--- src/rtl/nsf_pkg.sv ---
`timescale 1ns / 1ps

package nsf_pkg;

    localparam int MAX_LINE_DEF = 128;

    localparam logic [7:0] CH_START = 8'h24;
    localparam logic [7:0] CH_STAR  = 8'h2A;
    localparam logic [7:0] CH_CR    = 8'h0D;
    localparam logic [7:0] CH_LF    = 8'h0A;
    localparam logic [7:0] CH_UPPER_A = 8'h41;
    localparam logic [7:0] CH_LOWER_A = 8'h61;

    typedef enum logic [1:0] {
        EV_NONE = 2'd0,
        EV_BAD  = 2'd1,
        EV_GOOD = 2'd2
    } ev_t;

    typedef struct packed {
        ev_t         ev;
        logic [6:0]  plen;
        logic [7:0]  pcs;
        logic [31:0] bad;
        logic [31:0] trunc;
        logic [31:0] over;
    } res_t;

    // {valid, value} of one hex digit, upper or lower case
    function automatic logic [4:0] hex_decode(input logic [7:0] c);
        logic [4:0] r;
        r = 5'd0;
        if (c >= 8'h30 && c <= 8'h39)
        begin
            r = {1'b1, c[3:0]};
        end
        else if (c >= CH_UPPER_A && c <= CH_UPPER_A + 8'd5)
        begin
            r = {1'b1, 4'(c - CH_UPPER_A + 8'd10)};
        end
        else if (c >= CH_LOWER_A && c <= CH_LOWER_A + 8'd5)
        begin
            r = {1'b1, 4'(c - CH_LOWER_A + 8'd10)};
        end
        return r;
    endfunction

endpackage

--- src/rtl/nsf_line.sv ---
`timescale 1ns / 1ps

module nsf_line #(
    parameter int MAX_LINE = nsf_pkg::MAX_LINE_DEF
) (
    input  logic           clk,
    input  logic           rst_n,
    input  logic           step,
    input  logic [7:0]     rx_byte,
    output nsf_pkg::res_t  res
);

    localparam int LEN_W = $clog2(MAX_LINE + 1);

    logic             in_sent_reg, in_sent_next;
    logic [LEN_W-1:0] len_reg, len_next;
    logic [7:0]       xor_reg, xor_next;
    logic [7:0]       r0_reg, r0_next;
    logic [7:0]       r1_reg, r1_next;
    logic [7:0]       r2_reg, r2_next;
    logic [31:0]      bad_reg, bad_next;
    logic [31:0]      trunc_reg, trunc_next;
    logic [31:0]      over_reg, over_next;

    logic [4:0]       hi_dig;
    logic [4:0]       lo_dig;
    logic [7:0]       got;
    logic [LEN_W-1:0] plen_full;

    assign hi_dig    = nsf_pkg::hex_decode(r1_reg);
    assign lo_dig    = nsf_pkg::hex_decode(r0_reg);
    assign got       = xor_reg ^ r0_reg ^ r1_reg ^ r2_reg;
    assign plen_full = len_reg - LEN_W'(4);

    always_comb
    begin
        in_sent_next = in_sent_reg;
        len_next     = len_reg;
        xor_next     = xor_reg;
        r0_next      = r0_reg;
        r1_next      = r1_reg;
        r2_next      = r2_reg;
        bad_next     = bad_reg;
        trunc_next   = trunc_reg;
        over_next    = over_reg;
        res.ev       = nsf_pkg::EV_NONE;
        res.plen     = 7'd0;
        res.pcs      = 8'd0;
        if (step)
        begin
            if (rx_byte == nsf_pkg::CH_START)
            begin
                if (in_sent_reg && len_reg > LEN_W'(1))
                begin
                    trunc_next = trunc_reg + 32'd1;
                end
                in_sent_next = 1'b1;
                len_next     = LEN_W'(1);
                xor_next     = 8'd0;
                r0_next      = 8'd0;
                r1_next      = 8'd0;
                r2_next      = 8'd0;
            end
            else if (in_sent_reg)
            begin
                priority if (rx_byte == nsf_pkg::CH_CR || rx_byte == nsf_pkg::CH_LF)
                begin
                    if (len_reg > LEN_W'(1))
                    begin
                        if (len_reg < LEN_W'(5) || r2_reg != nsf_pkg::CH_STAR ||
                            !hi_dig[4] || !lo_dig[4] || got != {hi_dig[3:0], lo_dig[3:0]})
                        begin
                            bad_next = bad_reg + 32'd1;
                            res.ev   = nsf_pkg::EV_BAD;
                        end
                        else
                        begin
                            res.ev   = nsf_pkg::EV_GOOD;
                            res.plen = 7'(plen_full);
                            res.pcs  = got;
                        end
                    end
                    in_sent_next = 1'b0;
                    len_next     = '0;
                    xor_next     = 8'd0;
                    r0_next      = 8'd0;
                    r1_next      = 8'd0;
                    r2_next      = 8'd0;
                end
                else if (len_reg >= LEN_W'(MAX_LINE))
                begin
                    // drop overlong line
                    over_next    = over_reg + 32'd1;
                    res.ev       = nsf_pkg::EV_BAD;
                    in_sent_next = 1'b0;
                    len_next     = '0;
                    xor_next     = 8'd0;
                    r0_next      = 8'd0;
                    r1_next      = 8'd0;
                    r2_next      = 8'd0;
                end
                else
                begin
                    xor_next = xor_reg ^ rx_byte;
                    r2_next  = r1_reg;
                    r1_next  = r0_reg;
                    r0_next  = rx_byte;
                    len_next = len_reg + LEN_W'(1);
                end
            end
        end
        res.bad   = bad_next;
        res.trunc = trunc_next;
        res.over  = over_next;
    end

    always_ff @(posedge clk or negedge rst_n)
    begin
        if (!rst_n)
        begin
            in_sent_reg <= 1'b0;
            len_reg     <= '0;
            xor_reg     <= 8'd0;
            r0_reg      <= 8'd0;
            r1_reg      <= 8'd0;
            r2_reg      <= 8'd0;
            bad_reg     <= 32'd0;
            trunc_reg   <= 32'd0;
            over_reg    <= 32'd0;
        end
        else
        begin
            in_sent_reg <= in_sent_next;
            len_reg     <= len_next;
            xor_reg     <= xor_next;
            r0_reg      <= r0_next;
            r1_reg      <= r1_next;
            r2_reg      <= r2_next;
            bad_reg     <= bad_next;
            trunc_reg   <= trunc_next;
            over_reg    <= over_next;
        end
    end

    a_len_bound: assert property (@(posedge clk) disable iff (!rst_n)
        len_reg <= LEN_W'(MAX_LINE))
        else $error("line length beyond limit");

    a_closed_len: assert property (@(posedge clk) disable iff (!rst_n)
        !in_sent_reg |-> len_reg == '0 && xor_reg == 8'd0)
        else $error("closed line holds state");

    a_idle_quiet: assert property (@(posedge clk) disable iff (!rst_n)
        step && !in_sent_reg && rx_byte != nsf_pkg::CH_START |-> res.ev == nsf_pkg::EV_NONE)
        else $error("event outside a line");

    a_good_len: assert property (@(posedge clk) disable iff (!rst_n)
        step && res.ev == nsf_pkg::EV_GOOD |-> len_reg >= LEN_W'(5))
        else $error("valid sentence too short");

    a_hold: assert property (@(posedge clk) disable iff (!rst_n)
        !step |=> $stable(len_reg) && $stable(bad_reg) && $stable(over_reg))
        else $error("state moved without a word");

endmodule

--- src/rtl/nmea_sentence_framer_unit.sv ---
`timescale 1ns / 1ps

// NMEA 0183 sentence framer: takes one received byte per word and returns one
// result word per byte, carrying the line event (none, bad, valid sentence),
// the payload length and checksum of a valid sentence, and the three wrapping
// counters for bad, truncated and overlong lines. A new byte is taken every
// cycle while the output is not stalled; each byte passes an input register
// and then the result register, which holds its result. Lines longer than
// MAX_LINE characters are dropped as overlong.
module nmea_sentence_framer_unit #(
    parameter int MAX_LINE = nsf_pkg::MAX_LINE_DEF
) (
    input  logic        clk,
    input  logic        rst_n,
    input  logic        rx_valid,
    output logic        rx_stall,
    input  logic [7:0]  rx_byte,
    output logic        res_valid,
    input  logic        res_stall,
    output logic [1:0]  event_res,
    output logic [6:0]  payload_length,
    output logic [7:0]  payload_checksum,
    output logic [31:0] bad_count,
    output logic [31:0] truncated_count,
    output logic [31:0] overlong_count
);

    logic          s1_valid_reg;
    logic [7:0]    s1_byte_reg;
    logic          out_valid_reg;
    nsf_pkg::res_t out_reg;
    nsf_pkg::res_t res;
    logic          advance;
    logic          accept;

    assign advance  = s1_valid_reg && (!out_valid_reg || !res_stall);
    assign rx_stall = s1_valid_reg && !advance;
    assign accept   = rx_valid && !rx_stall;

    nsf_line #(
        .MAX_LINE (MAX_LINE)
    ) u_line (
        .clk     (clk),
        .rst_n   (rst_n),
        .step    (advance),
        .rx_byte (s1_byte_reg),
        .res     (res)
    );

    always_ff @(posedge clk or negedge rst_n)
    begin
        if (!rst_n)
        begin
            s1_valid_reg  <= 1'b0;
            out_valid_reg <= 1'b0;
        end
        else
        begin
            if (accept)
            begin
                s1_valid_reg <= 1'b1;
            end
            else if (advance)
            begin
                s1_valid_reg <= 1'b0;
            end
            if (advance)
            begin
                out_valid_reg <= 1'b1;
            end
            else if (!res_stall)
            begin
                out_valid_reg <= 1'b0;
            end
        end
    end

    always_ff @(posedge clk)
    begin
        if (accept)
        begin
            s1_byte_reg <= rx_byte;
        end
        if (advance)
        begin
            out_reg <= res;
        end
    end

    assign res_valid        = out_valid_reg;
    assign event_res        = out_reg.ev;
    assign payload_length   = out_reg.plen;
    assign payload_checksum = out_reg.pcs;
    assign bad_count        = out_reg.bad;
    assign truncated_count  = out_reg.trunc;
    assign overlong_count   = out_reg.over;

endmodule
--- config.mk ---
export PLATFORM = sky130hd
export DESIGN_NAME = nmea_sentence_framer_unit
export DESIGN_NICKNAME = d
export VERILOG_FILES = /design/src/rtl/nsf_pkg.sv /design/src/rtl/nsf_line.sv /design/src/rtl/nmea_sentence_framer_unit.sv
export SDC_FILE = /design/constraint.sdc
export NUM_CORES = 1
export LEC_CHECK = 0
export BUFFER_PORTS_ARGS = -buffer_cell sky130_fd_sc_hd__buf_2
export CORE_MARGIN = 2
export CORE_UTILIZATION = 58
export DETAILED_ROUTE_END_ITERATION = 8
export PLACE_DENSITY = 0.85
export SLEW_MARGIN = 20
export SYNTH_ARGS = -nofsm -noshare
export SYNTH_HDL_FRONTEND = slang
export SYNTH_SLANG_ARGS = --single-unit
--- constraint.sdc ---
create_clock -name clk -period 7.1 [get_ports clk]
set_clock_uncertainty 0.1 [all_clocks]
set_input_delay 0.71 -clock clk [delete_from_list [all_inputs] [get_ports clk]]
set_output_delay 0.71 -clock clk [all_outputs]
set_load 0.005 [all_outputs]
# Yosys cells after proc, flatten, opt, wreduce, memory -nomap -nowiden
# Index checks and enable logic that the tools add are counted.
# word_totals
inputBits	12
reg_bits	260
wordCells	139
out_inout_bits	115
# op_classes
n_addsub	13
n_lt_le_gt_ge	15
n_mux	53
eq_ne	6
reduce_logical	27
n_bitwise	7
# ops
cell	count
32-bit 2-to-1 mux	14
8-bit 2-to-1 mux	20
32-bit by 1-bit adder with 32-bit output, second input constant	3
8-bit by 7-bit greater-or-equal comparator with 1-bit output, second input constant	4
8-bit by 7-bit less-or-equal comparator with 1-bit output, second input constant	4
8-bit XOR	4
5-bit 2-to-1 mux	6
17-bit 2-to-1 mux	1
4-bit adder, second input constant	4
8-bit by 4-bit == test with 1-bit output, second input constant	2
8-bit by 6-bit greater-or-equal comparator with 1-bit output, second input constant	2
8-bit by 6-bit less-or-equal comparator with 1-bit output, second input constant	2
4-bit by 1-bit subtractor with 4-bit output, second input constant	4
15-bit 2-to-1 mux	1
1-bit logical AND	10
1-bit 2-to-1 mux	9
8-bit by 1-bit adder with 8-bit output, second input constant	1
8-bit by 6-bit == test with 1-bit output, second input constant	1
8-bit greater-or-equal comparator, second input constant	1
8-bit by 1-bit greater-than comparator with 1-bit output, second input constant	1
8-bit by 3-bit less-than comparator with 1-bit output, second input constant	1
8-bit by 6-bit inequality test with 1-bit output, second input constant	1
8-bit inequality test	1
7-bit by 3-bit subtractor with 7-bit output, second input constant	1
9 further kinds	23

# Longest topological paths before layout
# Gate-level depths: netlist of the first run.
# logic_depth
depth_word	15
ltp_mapped	11
mapped_depth_nobuf	9

# Modules after synthesis
# Synthesis of the first run repeated with hierarchy kept, for this count alone.
# hier_totals
cells_unflattened	840
hier_area_um2	10769.1
# by_module_without_submodules
mod	seq_area_each_um2	cells_per_inst	area_per_inst_um2	n_inst
nsf_line	3428.3	711	7043.0	1
nmea_sentence_framer_unit	3683.5	129	3726.1	1

# Worst setup path before layout of the first run
# No wires, ideal clock.
# synth_timing
kind	input-to-reg
start	in res_stall
end	reg out_reg, in the netlist truncated_count[22], data pin
cell_stages	10
t_required_ps	6737
t_arrival_ps	4902
setup_time_ps	263
n_path_buf	1
setup_slack_ps	1835
path_cell_list	nand2_1 -> nand2_1 -> inv_1 -> nand2_1 -> nor3_1 -> and4_1 -> clkbuf_1 -> and2_1 -> nand4_1 -> xnor2_1
# synth_lines
element	line	text
from (decl)	nmea_sentence_framer_unit.sv:19	input logic res_stall,
to (signal assigned)	nmea_sentence_framer_unit.sv:86	out_reg <= res;
to (decl)	nmea_sentence_framer_unit.sv:31	nsf_pkg::res_t out_reg;

==> results_dict.tcl, run 1 <==
set metrics [dict create \
    status "completed" \
    fp.dieH_um 141 \
    netlist_area_um2 10900 \
    async_flop_share_pct 53.5 \
    p_total_mw 3.78 \
    drt_iter0_markers 529 \
    ir_drop_mv 0.208 \
    combPwrFrac_pct 14.4 \
    max_stage_delay_ns 0.56 \
    slew_headroom_pct 31.9 \
    vias 7025 \
    stdcell_area_um2 12700 \
    grt_usage_pct 21.7 \
    synth_commonest_cells "139 x dfrtp_1, 121 x edfxtp_1, 78 x nand2_1, 70 x xnor2_1, 53 x xor2_1" \
    nNetsFinal 1001 \
    postRouteAntennaNets 0 \
    drc_errors 0 \
    clk_pin_slew_ns 0.06 \
    grt_pass1_wl_um 35200 \
    hpwl_um 14200 \
    synthesis.nets 868 \
    ys_ff_latch 260 \
    period_share_pct 49.2 \
    p_per_area_nw_per_um2 297 \
    viasPerCell 5.73 \
    arrival_ns 3.67 \
    die_w_um 141 \
    dp_worst_setup_slack_ns 3.40 \
    hold_viol 0 \
    synth.yosys.warnings 0 \
    cts_buffer_depth 3 \
    start_util_pct 58.9 \
    cts_resized 0 \
    p_clk_share_pct 38.5 \
    synth_most_common_cell "dfrtp_1" \
    hp-class "input pin to async pin" \
    timing.final.ws_setup_ns 3.61 \
    worst-path-max-fanout 31 \
    p_sw_mw 0.976 \
    cts_root_buffer "clkbuf_16" \
    placedInstanceArea_um2 11800 \
    grt_overflow 0 \
    hold_buffers 0 \
    syn-instance-count 839 \
    crit_type "register to register" \
    crit_family "simple AND/OR/NAND/NOR gates" \
    rsz0062_at_grt "false" \
    synth_ff_type "dfrtp_1" \
    cts_setup_buffers 0 \
    routabilityCongestion 0.826 \
    area_growth_pct 16.4 \
    grt_max_degree 89 \
    drive_gt1_share_pct 19.8 \
    grt_pass1_vias 6938 \
    io_pins 127 \
    num-fill-cells 1257 \
    insertion_delay_ns 0.53 \
    synth_top_area_share_pct 33.2 \
    post_drt_wl_per_cell_um 17.9 \
    required_ns 7.28 \
    cap_violations 0 \
    cts_num_sinks 260 \
    finalSetupTns_ns 0 \
    antenna_found_initial 0 \
    ys_types 70 \
    cell_internal_pwr_mw 2.81 \
    p_sw_share_pct 25.8 \
    cts_tree "yes" \
    antenna_cells 0 \
    dieArea_um2 20000 \
    clock.fmax_mhz 286 \
    cp_cell_sequence "or4b_4 -> or4b_1 -> a211oi_2 -> o211ai_1 -> nor4_4 -> buf_4 -> a21oi_2 -> mux2_4" \
    worst_path_max_delay_cell "or4b_4" \
    synth_edf_count 121 \
    firstDrtPassIters 4 \
    cp_num_buf_inv 1 \
    finalSetupViolations 0 \
    num_rows 50 \
    final_util_pct 68.6 \
    period_needed_ns 3.49 \
    io_buffers 126 \
    synth_seq_area_share_pct 65.0 \
    avgSynthCellArea_um2 13.0 \
    p_leak_nw 5.72 \
    crit_path_end_kind "register" \
    numCtsBuffers 27 \
    tightest_slew_ns 1.02 \
    synth_area_leaders "edfxtp_1 33%, dfrtp_1 32%, xnor2_1 5.6%" \
    startpoint_type "register" \
    htreeDepth 1 \
    totalWireLength_um 21900 \
    core_um2 18600 \
    seqPwrFrac_pct 47.1 \
    maxSlewViolCount 0 \
    yosysTopAreaCell "edfxtp_1" \
]
## final cells by class
| class | count | area (um2) | area share [%] |
|---|---|---|---|
| tap | 234 | 293 | 2.30 |
| clock buffer | 33 | 708 | 5.56 |
| multi-input combinational | 530 | 3660 | 28.7 |
| clock inverter | 16 | 211 | 1.66 |
| sequential | 260 | 7110 | 55.8 |
| inverter | 22 | 85.1 | 0.668 |
| timing repair buffer | 131 | 678 | 5.32 |
## per-stage QoR
stage,hold WS (ns),std cells
floorplan,0.314,839
global placement,0.348,1177
detailed placement,0.354,1177
CTS,0.111,1226
global route,0.143,1226
finish,0.0787,1226
## power by group through the flow
| stage | clock network [mW] | logic [mW] | registers, mW |
|---|---|---|---|
| 5_1_grt | 1.53 | 0.606 | 1.79 |
| 4_1_cts | 1.48 | 0.549 | 1.78 |
| 3_3_place_gp | 0 | 0.530 | 1.80 |
| 2_1_floorplan | 0 | 0.406 | 1.78 |
| 6_report | 1.46 | 0.546 | 1.78 |
| 3_5_place_dp | 0 | 0.541 | 1.81 |
## cells in the final DEF (no fill, tap or decap), types with 10 or more instances in the layout
cell	Yosys	routed
o21ai_0	29	29
edfxtp_1	121	121
a211oi_1	29	29
nand2_1	78	78
clkbuf_16	0	27
buf_2	4	125
dfrtp_1	139	139
xnor2_1	70	70
xor2_1	53	53
inv_1	22	21
and2_1	10	10
and4_1	18	18
nand3_1	34	34
ha_1	17	17
and3_1	20	20
nor2_1	46	46
nand4_1	21	21
a22o_1	18	18
## worst reg2reg max path: cells and delay by family (launching register included)
| family | cells | cell delay [ns] |
|---|---|---|
| AND/OR/NAND/NOR | 3 | 1.36 |
| AO/OA/AOI/OAI | 3 | 0.60 |
| flip-flops | 1 | 0.46 |
| buffers and inverters | 1 | 0.39 |
| multiplexers | 1 | 0.34 |
## worst paths after layout
path | depth (start not counted) | from | slack (ns) | end
worst max register to register | 8 | u_line.r1_reg[3] | 3.61 | bad_count[1]
max in group asynchronous | 2 | rst_n | 5.46 | u_line.in_sent_reg
worst min-delay path | 1 | rst_n | 0.08 | u_line.bad_reg[13]
worst max-delay path | 8 | u_line.r1_reg[3] | 3.61 | bad_count[1]
min in group clk | 1 | rx_byte[3] | 0.26 | s1_byte_reg[3]
worst min register to register | 1 | u_line.trunc_reg[31] | 0.37 | u_line.trunc_reg[31]
## kinds of logic (layout without fill, tap and decap cells)
group	after synthesis	after routing	synth area share, %
adder cells (fa/ha/maj)	17	17	1.94
multiplexers	2	2	0.240
AND/OR/NAND/NOR	273	273	13.4
flip-flops	260	260	65.0
AO/OA/AOI/OAI	113	113	7.36
buffers and inverters	49	202	1.79
XOR/XNOR	125	125	10.3
## routing by layer
layer	up-vias	part of all wire (%)	wire (um)	global-route usage (%)
li1	3296	-	-	-
met1	3471	44	9580	30.6
met2	215	49	10700	36.1
met3	43	5.2	1140	2.90
met4	0	2.2	489	5.89
met5	-	0	0	0
No activity file was read; power rests on OpenSTA's default activity.
==> run 2: changes to the inputs <==
Settings changed: CORE_UTILIZATION 58 to 53, PLACE_DENSITY 0.85 to 0.82.
Clock period 7.1 ns to 3.17 ns, I/O delays scaled along.
==> results_dict.tcl, run 2 (synthesized netlist as in run 1, its figures left out) <==
set metrics [dict create \
    period_share_pct 100 \
    seqCellArea_um2 7110 \
    finalSetupViolations 1 \
    htreeDepth 1 \
    worst-path-max-fanout 5 \
    antenna_found_initial 0 \
    crit_type "register to register" \
    grt_usage_pct 20.9 \
    layout_common_cells "139 x dfrtp_1, 125 x buf_2, 121 x edfxtp_1, 68 x xnor2_1, 63 x nand2_1" \
    vias 7256 \
    firstDrtPassIters 5 \
    timing.rr.end "bad_count[9]" \
    grt_pass1_wl_um 36500 \
    hp-class "input pin to async pin" \
    io_pins 127 \
    final_common_cell "dfrtp_1" \
    totalWireLength_um 22900 \
    clock.fmax_mhz 314 \
    postRouteAntennaNets 0 \
    dieArea_um2 21800 \
    rsz0062_at_grt "true" \
    timing.final.ws_setup_ns -0.0110 \
    required_ns 3.34 \
    rrSetupSlack_ns -0.01 \
    crit_path_end_kind "register" \
    arrival_ns 3.35 \
    finalSetupTns_ns -0.0110 \
    hold_ws_ns 0.253 \
    grt_max_degree 72 \
    fp.dieH_um 148 \
    core_um2 20200 \
    cts_root_buffer "clkbuf_16" \
    die_w_um 148 \
    grt_overflow 0 \
    numCtsBuffers 27 \
    drive_gt1_share_pct 31.3 \
    num-fill-cells 1352 \
    reg2reg_depth 10 \
    clk_pin_slew_ns 0.06 \
    num_rows 52 \
    cts_buffer_depth 3 \
    antenna_cells 0 \
    stdcell_area_um2 13900 \
    insertion_delay_ns 0.53 \
    area_growth_pct 26.8 \
    routabilityCongestion 0.849 \
    p_leak_nw 6.16 \
    multi_input_area_um2 4120 \
    io_buffers 126 \
    nNetsFinal 1061 \
    start_util_pct 54.1 \
    maxSlewViolCount 0 \
    timing.rr.start "u_line.r1_reg[4]" \
    viasPerCell 5.48 \
    drt_iter0_markers 585 \
    hold_viol 0 \
    cts_tree "yes" \
    ir_drop_mv 0.433 \
    grt_pass1_vias 7303 \
    slew_headroom_pct 40.8 \
    cap_violations 0 \
    cts_num_sinks 260 \
    drc_errors 0 \
    tightest_slew_ns 0.888 \
    p_per_area_nw_per_um2 634 \
    post_drt_wl_per_cell_um 17.3 \
    violations "setup timing" \
    period_needed_ns 3.18 \
    placedInstanceArea_um2 12500 \
    startpoint_type "register" \
    status "complete, but fails checks" \
    hpwl_um 15200 \
]
[run 2: report_power, final]
part	internal [mW]	switching, mW	leakage [nW]
combinational	0.658	0.883	2.60
sequential	3.76	0.168	3.10
clock	2.05	1.28	0.466
[run 2: critical path: stages, from the launching register on]
cell and delay [ns]:
dfrtp_1 0.38, or4b_4 0.54, or4b_4 0.56, a21boi_4 0.17, o2111ai_2 0.23, nor4_4 0.09, buf_12 0.15, buf_12 0.13
buf_8 0.12, a211oi_1 0.33, xor2_1 0.13
[run 2: metal layers]
layer,global-route usage (%),routed length (um),up-vias
li1,-,-,3414
met1,28.0,9700,3546
met2,34.3,11000,235
met3,3.83,1300,61
met4,7.88,832,0
met5,0,0,-
[run 2: area by class of cell]
class	instances	share of cell area, %
tap	270	2.43
timing repair buffer	191	9.21
clock inverter	17	1.60
multi-input combinational	530	29.7
sequential	260	51.2
clock buffer	33	5.25
inverter	22	0.622
[run 2: through the flow]
stage               power (mW)  setup slack [ns]  util (%)  instances
floorplan                 4.91            -0.502         -        839
global placement          5.36          -0.00513      62.0       1254
detailed placement        5.39           -0.0762      62.0       1254
CTS                       8.80           -0.0470      67.8       1323
global route              9.15            -0.105      68.6       1323
finish                    8.80           -0.0110      68.6       1323
[run 2: worst max path at each step]
stage                      from            end  slack [ns]
3_5_place_dp   u_line.r1_reg[4]   bad_count[1]       -0.08
2_1_floorplan         res_valid   bad_count[1]       -0.50
4_1_cts        u_line.r1_reg[3]  bad_count[21]       -0.05
5_1_grt        u_line.r1_reg[4]  bad_count[16]       -0.10
3_3_place_gp   u_line.r1_reg[4]   bad_count[1]      -0.005
6_report       u_line.r1_reg[4]   bad_count[9]       -0.01
[run 2: what timing repair did]
action / 4_1_cts / 5_1_grt
resized for setup: 13 / 33
pin swaps: 14 / 20
buffers inserted: 8 / 1
hold buffers: 11 / 0
gates cloned: 0 / 1
endpoints found under the setup margin: 3 / 69
endpoints found under the hold margin: 79 / 0
==> run 3: changes to the inputs <==
Settings changed: PLACE_DENSITY 0.82 to 0.8.
Clock period 3.17 ns to 2.86 ns, I/O delays scaled along.
==> results_dict.tcl, run 3 (synthesized netlist as in run 1, its figures left out) <==
set metrics [dict create \
    slew_headroom_pct 44.8 \
    cts_buffer_depth 3 \
    numCtsBuffers 27 \
    start_util_pct 54.1 \
    die_w_um 148 \
    num_rows 52 \
    vias 7381 \
    p_leak_nw 6.28 \
    multi_input_area_um2 4070 \
    dieArea_um2 21800 \
    htreeDepth 1 \
    cts_root_buffer "clkbuf_16" \
    antenna_found_initial 0 \
    seqCellArea_um2 7110 \
    final_common_cell "dfrtp_1" \
    cap_violations 0 \
    layout_common_cells "139 x dfrtp_1, 125 x buf_2, 121 x edfxtp_1, 78 x buf_4, 67 x xnor2_1" \
    clk_pin_slew_ns 0.06 \
    postRouteAntennaNets 0 \
    required_ns 3.12 \
    timing.final.ws_setup_ns -0.260 \
    grt_max_degree 65 \
    cts_tree "yes" \
    dp_worst_setup_slack_ns -0.348 \
    final_util_pct 69.0 \
    p_total_mw 9.51 \
    arrival_ns 3.38 \
    core_um2 20200 \
    drive_gt1_share_pct 32.7 \
    maxSlewViolCount 0 \
    hold_viol 0 \
    nNetsFinal 1096 \
    firstDrtPassIters 4 \
    status "complete, but fails checks" \
    hpwl_um 15500 \
    antenna_cells 0 \
    period_needed_ns 3.12 \
    area_growth_pct 27.5 \
    drt_iter0_markers 453 \
    rsz0062_at_grt "true" \
    drc_errors 0 \
    numPlacedInstances 1288 \
    insertion_delay_ns 0.54 \
    hp-class "input pin to async pin" \
    num-fill-cells 1379 \
    cts_num_sinks 260 \
    grt_usage_pct 21.2 \
    fp.dieH_um 148 \
    viasPerCell 5.44 \
    finalSetupViolations 65 \
    io_pins 127 \
    finalNonFillerCells 1356 \
    period_share_pct 109 \
    grt_pass1_vias 7429 \
    crit_path_end_kind "register" \
    violations "setup timing" \
    worst-path-max-fanout 8 \
    grt_overflow 0 \
    tightest_slew_ns 0.828 \
    grt_pass1_wl_um 37100 \
    totalWireLength_um 23000 \
    routabilityCongestion 0.849 \
    clock.fmax_mhz 320 \
    post_drt_wl_per_cell_um 17.0 \
    startpoint_type "register" \
    ir_drop_mv 0.624 \
    crit_type "register to register" \
    p_per_area_nw_per_um2 682 \
    io_buffers 126 \
]
[run 3: final cells by class]
class                           count  area share (%)
Tap cell                          270            2.42
Multi-Input combinational cell    530            29.1
Timing Repair Buffer              226            10.7
Clock buffer                       38            5.42
Clock inverter                     10           0.735
Inverter                           22           0.619
Sequential cell                   260            51.0
[run 3: routing by layer]
layer / vias up / GRT usage, % / share of wire [%]
li1: 3487 / - / -
met1: 3656 / 28.4 / 43
met2: 189 / 36.0 / 50
met3: 49 / 3.02 / 4.0
met4: 0 / 7.07 / 3.1
met5: - / 0 / 0
[run 3: worst max-delay path: stages (launching register included)]
cell and delay, ns:
dfrtp_1 0.40, or4b_4 0.55, or4b_4 0.57, a21boi_4 0.16, o2111ai_2 0.27, nor4_4 0.09
buf_12 0.16, buf_6 0.11, a2111oi_4 0.29, xor2_1 0.23
[run 3: path summary, 6_finish.rpt]
| kind | start | endpoint | slack (ns) | cells after the start |
|---|---|---|---|---|
| max in group asynchronous | rst_n | u_line.r0_reg[1] | 1.53 | 3 |
| worst max-delay path | u_line.r1_reg[7] | bad_count[6] | -0.26 | 9 |
| worst min register to register | u_line.bad_reg[31] | u_line.bad_reg[31] | 0.37 | 1 |
| worst min-delay path | rst_n | u_line.trunc_reg[23] | 0.20 | 2 |
| min in group clk | u_line.bad_reg[31] | u_line.bad_reg[31] | 0.37 | 1 |
| worst max register to register | u_line.r1_reg[7] | bad_count[6] | -0.26 | 9 |
[run 3: repair_timing]
item,CTS,global route
hold buffers,12,0
pin swaps,5,12
resized for setup,13,11
endpoints found under the hold margin,70,0
setup endpoints to repair,71,79
buffers inserted,4,5
[run 3: through the flow]
step | hold slack (ns) | instance area (um2) | setup TNS [ns]
finish | 0.201 | 14000 | -11.27
global route | 0.255 | 14000 | -17.38
CTS | 0.214 | 13900 | -13.02
detailed placement | 0.219 | 12800 | -13.13
global placement | 0.216 | 12800 | -7.56
floorplan | -0.110 | 11300 | -118.55
[run 3: report_power, final]
group          internal [mW]  total (mW)  switching [mW]
Combinational          0.823        1.78           0.956
Clock                   2.01        3.41            1.39
Sequential              4.17        4.33           0.159
Total                   7.01        9.51            2.51
